**src/rtl/core/bpm_pkg.sv**
```systemverilog
// shared types, codes and helpers for the bracket pair matcher
`timescale 1ns / 1ps

package bpm_pkg;

  localparam int unsigned TABLE_DEPTH_DEF = 256;
  localparam int unsigned POS_W           = 32;
  localparam int unsigned KIND_W          = 2;

  typedef enum logic [1:0] {
    OP_CLEAR  = 2'd0,
    OP_APPEND = 2'd1,
    OP_QUERY  = 2'd2
  } opcode_e_t;

  typedef enum logic [1:0] {
    KIND_OPEN  = 2'd0,
    KIND_CLOSE = 2'd1,
    KIND_IF    = 2'd2,
    KIND_ENDIF = 2'd3
  } kind_e_t;

  typedef enum logic [2:0] {
    ST_IDLE,
    ST_SRCH_RD,
    ST_SRCH_CMP,
    ST_SCAN_START,
    ST_SCAN,
    ST_FINISH
  } state_t;

  typedef struct packed {
    logic [KIND_W-1:0] kind;
    logic [POS_W-1:0]  sp_start;
    logic [POS_W-1:0]  sp_end;
  } entry_t;

  // controller to datapath
  typedef struct packed {
    logic clear;
    logic append;
    logic query_start;
    logic srch_rd;
    logic srch_eval;
    logic scan_init;
    logic scan_issue;
    logic scan_eval;
    logic out_load;
  } cmd_t;

  // datapath to controller
  typedef struct packed {
    logic lo_lt_hi;
    logic hit_flag;
    logic strict_hit;
    logic scan_none;
    logic scan_last;
    logic match;
  } status_t;

  function automatic logic is_opener(input logic [KIND_W-1:0] kind);
    return (kind_e_t'(kind) == KIND_OPEN) || (kind_e_t'(kind) == KIND_IF);
  endfunction

endpackage

```
**src/rtl/core/bpm_ctrl.sv**
```systemverilog
// control state machine for the bracket pair matcher
`timescale 1ns / 1ps

module bpm_ctrl (
  input  logic               clk,
  input  logic               rst_n,
  input  logic               in_valid,
  output logic               in_ready,
  input  logic [1:0]         in_opcode,
  output logic               out_valid,
  input  logic               out_ready,
  input  bpm_pkg::status_t   st,
  output bpm_pkg::cmd_t      cmd
);

  bpm_pkg::state_t state_r, state_nxt;
  logic more_r, more_nxt;
  logic pend_r, pend_nxt;
  logic out_valid_r, out_valid_nxt;

  always_ff @(posedge clk) begin
    if (!rst_n) begin
      state_r     <= bpm_pkg::ST_IDLE;
      more_r      <= 1'b0;
      pend_r      <= 1'b0;
      out_valid_r <= 1'b0;
    end else begin
      state_r     <= state_nxt;
      more_r      <= more_nxt;
      pend_r      <= pend_nxt;
      out_valid_r <= out_valid_nxt;
    end
  end

  always_comb begin
    state_nxt = state_r;
    more_nxt  = more_r;
    pend_nxt  = pend_r;
    cmd       = '0;
    in_ready  = 1'b0;
    unique case (state_r)
      bpm_pkg::ST_IDLE: begin
        in_ready = 1'b1;
        more_nxt = 1'b0;
        pend_nxt = 1'b0;
        if (in_valid) begin
          unique case (bpm_pkg::opcode_e_t'(in_opcode))
            bpm_pkg::OP_CLEAR:  cmd.clear = 1'b1;
            bpm_pkg::OP_APPEND: cmd.append = 1'b1;
            bpm_pkg::OP_QUERY: begin
              cmd.query_start = 1'b1;
              state_nxt       = bpm_pkg::ST_SRCH_RD;
            end
            default: ;
          endcase
        end
      end
      bpm_pkg::ST_SRCH_RD: begin
        if (st.lo_lt_hi) begin
          cmd.srch_rd = 1'b1;
          state_nxt   = bpm_pkg::ST_SRCH_CMP;
        end else if (st.hit_flag) begin
          state_nxt = bpm_pkg::ST_SCAN_START;
        end else begin
          state_nxt = bpm_pkg::ST_FINISH;
        end
      end
      bpm_pkg::ST_SRCH_CMP: begin
        cmd.srch_eval = 1'b1;
        state_nxt     = st.strict_hit ? bpm_pkg::ST_SCAN_START : bpm_pkg::ST_SRCH_RD;
      end
      bpm_pkg::ST_SCAN_START: begin
        if (st.scan_none) begin
          state_nxt = bpm_pkg::ST_FINISH;
        end else begin
          cmd.scan_init = 1'b1;
          more_nxt      = 1'b1;
          pend_nxt      = 1'b0;
          state_nxt     = bpm_pkg::ST_SCAN;
        end
      end
      bpm_pkg::ST_SCAN: begin
        cmd.scan_issue = more_r;
        cmd.scan_eval  = pend_r;
        pend_nxt       = more_r;
        more_nxt       = more_r && !st.scan_last;
        if ((pend_r && st.match) || (!more_r && !pend_r)) begin
          state_nxt = bpm_pkg::ST_FINISH;
        end
      end
      bpm_pkg::ST_FINISH: begin
        if (!out_valid_r || out_ready) begin
          cmd.out_load = 1'b1;
          state_nxt    = bpm_pkg::ST_IDLE;
        end
      end
      default: state_nxt = bpm_pkg::ST_IDLE;
    endcase
  end

  always_comb begin
    if (cmd.out_load) begin
      out_valid_nxt = 1'b1;
    end else if (out_ready) begin
      out_valid_nxt = 1'b0;
    end else begin
      out_valid_nxt = out_valid_r;
    end
  end

  assign out_valid = out_valid_r;

endmodule

```
**config.mk**
```make
export PLATFORM = sky130hd
export DESIGN_NAME = bpm_ctrl
export DESIGN_NICKNAME = d
export VERILOG_FILES = /design/src/rtl/core/bpm_pkg.sv /design/src/rtl/core/bpm_ctrl.sv
export SDC_FILE = /design/constraint.sdc
export NUM_CORES = 1
export LEC_CHECK = 0
export BUFFER_PORTS_ARGS = -buffer_cell sky130_fd_sc_hd__buf_4
export CAP_MARGIN = 10
export CORE_AREA = 2 2 39 41
export DETAILED_ROUTE_END_ITERATION = 6
export DIE_AREA = 0 0 41 43
export GPL_TIMING_DRIVEN = 0
export PLACE_DENSITY = 0.62
export SETUP_SLACK_MARGIN = 0.3
export SYNTH_ARGS = -nofsm -noshare
export SYNTH_HDL_FRONTEND = slang
export SYNTH_SLANG_ARGS = --single-unit
```
**constraint.sdc**
```tcl
create_clock -name clk -period 2 [get_ports clk]
set_input_delay 0.3 -clock clk [delete_from_list [all_inputs] [get_ports clk]]
set_output_delay 0.3 -clock clk [all_outputs]
set_load 0.01 [all_outputs]
```
==> metrics, run 1 <==
Core Box Area=1380 um^2; Root Buffer=clkbuf_4; multi-input logic area=279 um^2; Final ANT Viol Nets=0; sequential group share of total power=0.407; Antenna Cells=0; most frequent cells in the layout=26 x buf_4, 6 x nand2_1, 6 x o21ai_0, 6 x dfxtp_1; final net count=95; RSZ-0062 raised after global routing=false; count of hold-fix buffers inserted at cts=0; Final Util=0.471; post_cts resized=0; via count=483; largest net degree at the start of global routing=11; hpwl dp=804 um; clock power share=0.384; cell family with most CP delay=flip-flops; Synth area leader=dfxtp_1; Power Density=472 nW/um^2; GP Congestion=0.752; Post-route DRC=0; Gate Count Post-Synth=56; DR iter-0 viols=3; period utilization=0.802; Die X-Extent=41 um; H-tree Lvls=1; setup violators final=0; fmax=624 MHz; Slew Limit Fails=0; Buffers & Inverters on Critical Path=3; startpoint types=flip-flop; site row count=14; vias in the first global route=414; post-synth cell types=28; GRT Total Usage=0.148; die area=1760 um^2; Layout Skew=0.00575 ns; Max FO, Critical Path=10; Combinational Power Share=0.209; Worst-Skew Late Latency=0.25 ns; status=finished clean; most area-consuming cells after synthesis=dfxtp_1 27%, o21ai_0 6.8%, nor2b_1 5.7%; register cell area after layout=120 um^2; Critical Path RT=1.70 ns; drt total wl=1.07 mm; peak supply drop=0.241 mV; Syn-to-layout area delta=47.6%; fin crit period=1.60 ns; ratio of cells with drive above 1 in the final layout=0.395; CP most frequent cell=buf_4; fillers=149; Syn Nets=68; critical path arrival=1.30 ns; Worst-Margin Slew=0.319 ns; Initial Utilization=0.319; total of max-cap violations=0; Via density=4.98; critical path capture point type=output port; Cell Count Post-Placement=94; Top-Level Pins=23; Clk pin slew, worst setup/hold paths=0.04 ns; post-CTS setup repair buffer count=0; dpl cell area=627 um^2; Die Ht=43 um; critical path class=flip-flop to output port; Final Instance Area=652 um^2; Sum Neg Setup Slack=0 ns; crit path cell chain=buf_4 -> and3_1 -> buf_4 -> buf_4; first-pass GRT wire length=1.75 mm; top-area cell type share of the netlist area=0.272; post-synthesis cell area=442 um^2; wire per inst=11.0 um; leak pwr=0.308 nW; net switching power=0.0801 mW; Congestion Overflow GR=0; Hold Crit Class=input port to flip-flop; Layout Cells excl Fill=97; PortBufs=22; DRT Pass-1 Iters=4; final hold violation count=0; Clock Sinks=6; #FFs+latches synth=6; cts bufs inserted=3; initial antenna violation count=0; worst-case clock buffer depth=2; P_int=0.227 mW; Critical Path Slowest Stage Cell=dfxtp_1; CTS tree=built; sequential fraction of the synthesis area=0.272; Rel. slew slack=0.785; slowest stage delay, CP=0.47 ns; Switching Share=0.260; synth warn=0; commonest non-fill, non-tap cell in the layout=buf_4; Syn Area/Cell=7.89 um^2
-- cell usage after synthesis --
library cell  count
and2_1            1
a21boi_1          3
nor4_1            1
o21ai_0           6
buf_6             1
inv_1             1
o22ai_2           1
nand3_1           1
and4bb_1          1
buf_4             3
dfxtp_1           6
nor2_1            4
a211oi_1          3
o211ai_1          1
a31oi_1           1
buf_2             1
and4b_1           1
nand3b_1          2
nor3b_1           1
o21a_1            1
nor3_1            1
and2b_1           1
and3_1            1
and3b_1           1
nand2_1           6
a21oi_1           1
nor3b_2           1
nor2b_1           4
-- area by class of cell --
cell class / instances / share of cell area
multi-input combinational: 44 / 0.428
tap: 16 / 0.0307
clock buffer: 3 / 0.0345
buffer: 5 / 0.0633
timing repair buffer: 22 / 0.253
sequential: 6 / 0.184
inverter: 1 / 0.00576
-- logic make-up after synthesis --
group                  Yosys count  share of synthesized area
DFF                              6                      0.272
AOI/OAI and AO/OA               17                      0.258
and+or+nand+nor                 27                      0.374
buffers and inverters            6                     0.0963
-- worst paths after layout --
check	start	to	slack, ns	cells after the start
setup / recovery	state_r[2]	cmd[2]	0.40	4
setup reg to reg	state_r[1]	state_r[0]	0.86	5
hold / removal	rst_n	out_valid	0.31	2
hold reg to reg	pend_r	pend_r	0.51	2
-- power groups by stage --
stage	clock network [mW]	registers (mW)	logic (mW)
4_1_cts	0.119	0.125	0.0644
2_1_floorplan	0	0.127	0.0317
3_3_place_gp	0	0.127	0.0639
6_report	0.118	0.125	0.0642
5_1_grt	0.126	0.125	0.0715
3_5_place_dp	0	0.128	0.0640
-- registers in the layout (all words and copies together) (netlist names) --
signal	cells
more_r	1
out_valid	1
pend_r	1
state_r	3
-- stage by stage --
stage                     setup WS, ns  total power [mW]  hold slack [ns]
after CTS                        0.351             0.309            0.311
after global placement           0.626             0.191            0.502
final                            0.397             0.308            0.308
after detailed placement         0.622             0.192            0.500
after global routing             0.300             0.323            0.323
after floorplan                  0.656             0.159            0.421
-- per-layer routing --
layer / vias up / part of all wire / GRT usage
li1: 255 / - / -
met1: 210 / 0.50 / 0.220
met2: 13 / 0.43 / 0.181
met3: 5 / 0.042 / 0.0314
met4: 0 / 0.034 / 0.100
met5: - / 0 / 0
Note: power is estimated with default switching activity, not from simulation.
==> run 2, diff against run 1 <==
==> constraint.sdc (replaced) <==
create_clock -name clk -period 1.6 [get_ports clk]
set_input_delay 0.24 -clock clk [delete_from_list [all_inputs] [get_ports clk]]
set_output_delay 0.24 -clock clk [all_outputs]
set_load 0.01 [all_outputs]
==> metrics, run 2 (synthesized netlist as in run 1, its figures left out) <==
PortBufs=22 (unchanged); total of max-cap violations=0 (unchanged); period utilization=0.900; Root Buffer=clkbuf_4 (unchanged); GRT Total Usage=0.158 (was 0.148); initial antenna violation count=0 (unchanged); hpwl dp=804 um (unchanged); Layout Cells excl Fill=102 (was 97); Clock Sinks=6 (unchanged); Clk pin slew, worst setup/hold paths=0.05 ns (was 0.04 ns); ratio of cells with drive above 1 in the final layout=0.558 (was 0.395); wire per inst=11.3 um (was 11.0 um); Final ANT Viol Nets=0 (unchanged); Cell Count Post-Placement=94 (unchanged); largest net degree at the start of global routing=11 (unchanged); DRT Pass-1 Iters=3 (was 4); Rel. slew slack=0.859 (was 0.785); first-pass GRT wire length=1.85 mm (was 1.75 mm); Critical Path RT=1.36 ns (was 1.70 ns); Congestion Overflow GR=0 (unchanged); worst-case clock buffer depth=2 (unchanged); commonest non-fill, non-tap cell in the layout=buf_4 (unchanged); Worst-Margin Slew=0.209 ns (was 0.319 ns); startpoint types=flip-flop (unchanged); worst r2r src=state_r[0] (was state_r[1]); Worst-Skew Late Latency=0.25 ns (about the same); GP Congestion=0.752 (unchanged); met2 Use GR=0.209 (was 0.181); final hold violation count=0 (unchanged); Syn-to-layout area delta=73.1% (was 47.6%); Post-route DRC=0 (unchanged); vias in the first global route=445 (was 414); critical path class=flip-flop to output port (unchanged); count of hold-fix buffers inserted at cts=0 (unchanged); RSZ-0062 raised after global routing=true (was false); Power Density=521 nW/um^2 (was 472 nW/um^2); dpl cell area=627 um^2 (unchanged); Via density=5.08 (was 4.98); status=finished clean (unchanged); fmax=694 MHz; site row count=14 (unchanged); via count=518 (was 483); fin crit period=1.44 ns; Hold Crit Class=input port to flip-flop (unchanged); Most flops, register=state_r (unchanged); Layout Skew=0.00582 ns (was 0.00575 ns); Hold Slack=0.244 ns (was 0.308 ns); CP most frequent cell=buf_6 (was buf_4); GRT busiest layer=met1 (unchanged); critical path capture point type=output port (unchanged); Die Ht=43 um (unchanged); drt total wl=1.16 mm (was 1.07 mm); peak supply drop=0.297 mV (was 0.241 mV); Hold Crit Start=rst_n (unchanged); die area=1760 um^2 (unchanged); cts bufs inserted=3 (unchanged); met3 Track Usage GR=0.0314 (unchanged); H-tree Lvls=1 (unchanged); Critical Path Slowest Stage Cell=dfxtp_4 (was dfxtp_1); max reg flops=3 (unchanged); slowest stage delay, CP=0.36 ns (was 0.47 ns); CP startpoint=state_r[1] (was state_r[2]); Worst Setup Slack, final=0.160 ns (was 0.397 ns); critical path arrival=1.20 ns (was 1.30 ns); leak pwr=0.351 nW (was 0.308 nW); Antenna Cells=0 (unchanged); cell family with most CP delay=flip-flops (unchanged); Sum Neg Setup Slack=0 ns (unchanged); pre-CTS setup slack=0.282 ns (was 0.622 ns); Die X-Extent=41 um (unchanged); CTS tree=built (unchanged); Core Box Area=1380 um^2 (unchanged); Buffers & Inverters on Critical Path=3 (unchanged); Slew Limit Fails=0 (unchanged); most frequent cells in the layout=25 x buf_4, 7 x buf_6, 6 x o21ai_0 (was 26 x buf_4, 6 x nand2_1, 6 x o21ai_0, 6 x dfxtp_1); met1 Use GR=0.223 (was 0.220); setup violators final=0 (unchanged); Max FO, Critical Path=5 (was 10); Initial Utilization=0.319 (unchanged); DR iter-0 viols=5 (was 3); Top-Level Pins=23 (unchanged); Final Instance Area=764 um^2 (was 652 um^2); crit path cell chain=buf_6 -> nor2_4 -> and3_4 -> buf_6 -> buf_6 (was buf_4 -> and3_1 -> buf_4 -> buf_4); final net count=100 (was 95)
[run 2: cell types whose count changed in the layout (fill, tap and decap cells not counted), moves of 2 or more]
cell and delta:
buf_6 +6, dfxtp_1 -3, dfxtp_4 +3, nor2_1 -2
[run 2: cell type report]
cell class / count / area [um^2]
multi-input cells: 44 / 320
clock buffers: 3 / 22.5
plain buffers: 5 / 52.6
inverters: 1 / 3.75
flip-flops and latches: 6 / 131
fillers: 133 / 619
well taps: 16 / 20.0
repair buffers: 27 / 214
[run 2: repair_timing]
action | 4_1_cts | 5_1_grt
buffers inserted | 5 | 0
setup endpoints to repair | 10 | 10
pin swaps | 4 | 5
gates resized for setup | 12 | 11
[run 2: path summary, 6_finish.rpt]
path                end  slack, ns  cells after the start
max              cmd[2]       0.16                      5
min reg2reg      more_r       0.53                      2
min           out_valid       0.24                      2
max reg2reg  state_r[0]       0.38                      6
[run 2: through the flow]
stage / power, mW / util
after floorplan: 0.198 / -
after global placement: 0.239 / 0.453
after detailed placement: 0.240 / 0.453
after CTS: 0.399 / 0.521
after global routing: 0.417 / 0.552
final: 0.398 / 0.552
[run 2: power breakdown]
part           leakage [nW]  total [mW]  internal, mW  switching, mW
Sequential           0.0509       0.154         0.150        0.00440
Combinational         0.286      0.0955        0.0561         0.0394
Clock                0.0138       0.148        0.0854         0.0627
Total                 0.351       0.398         0.292          0.107
[run 2: layer usage]
metal  part of all wire  vias up
li1                   -      267
met3              0.033        5
met4              0.031        0
met2               0.46       11
met1               0.47      235
met5                  0        -
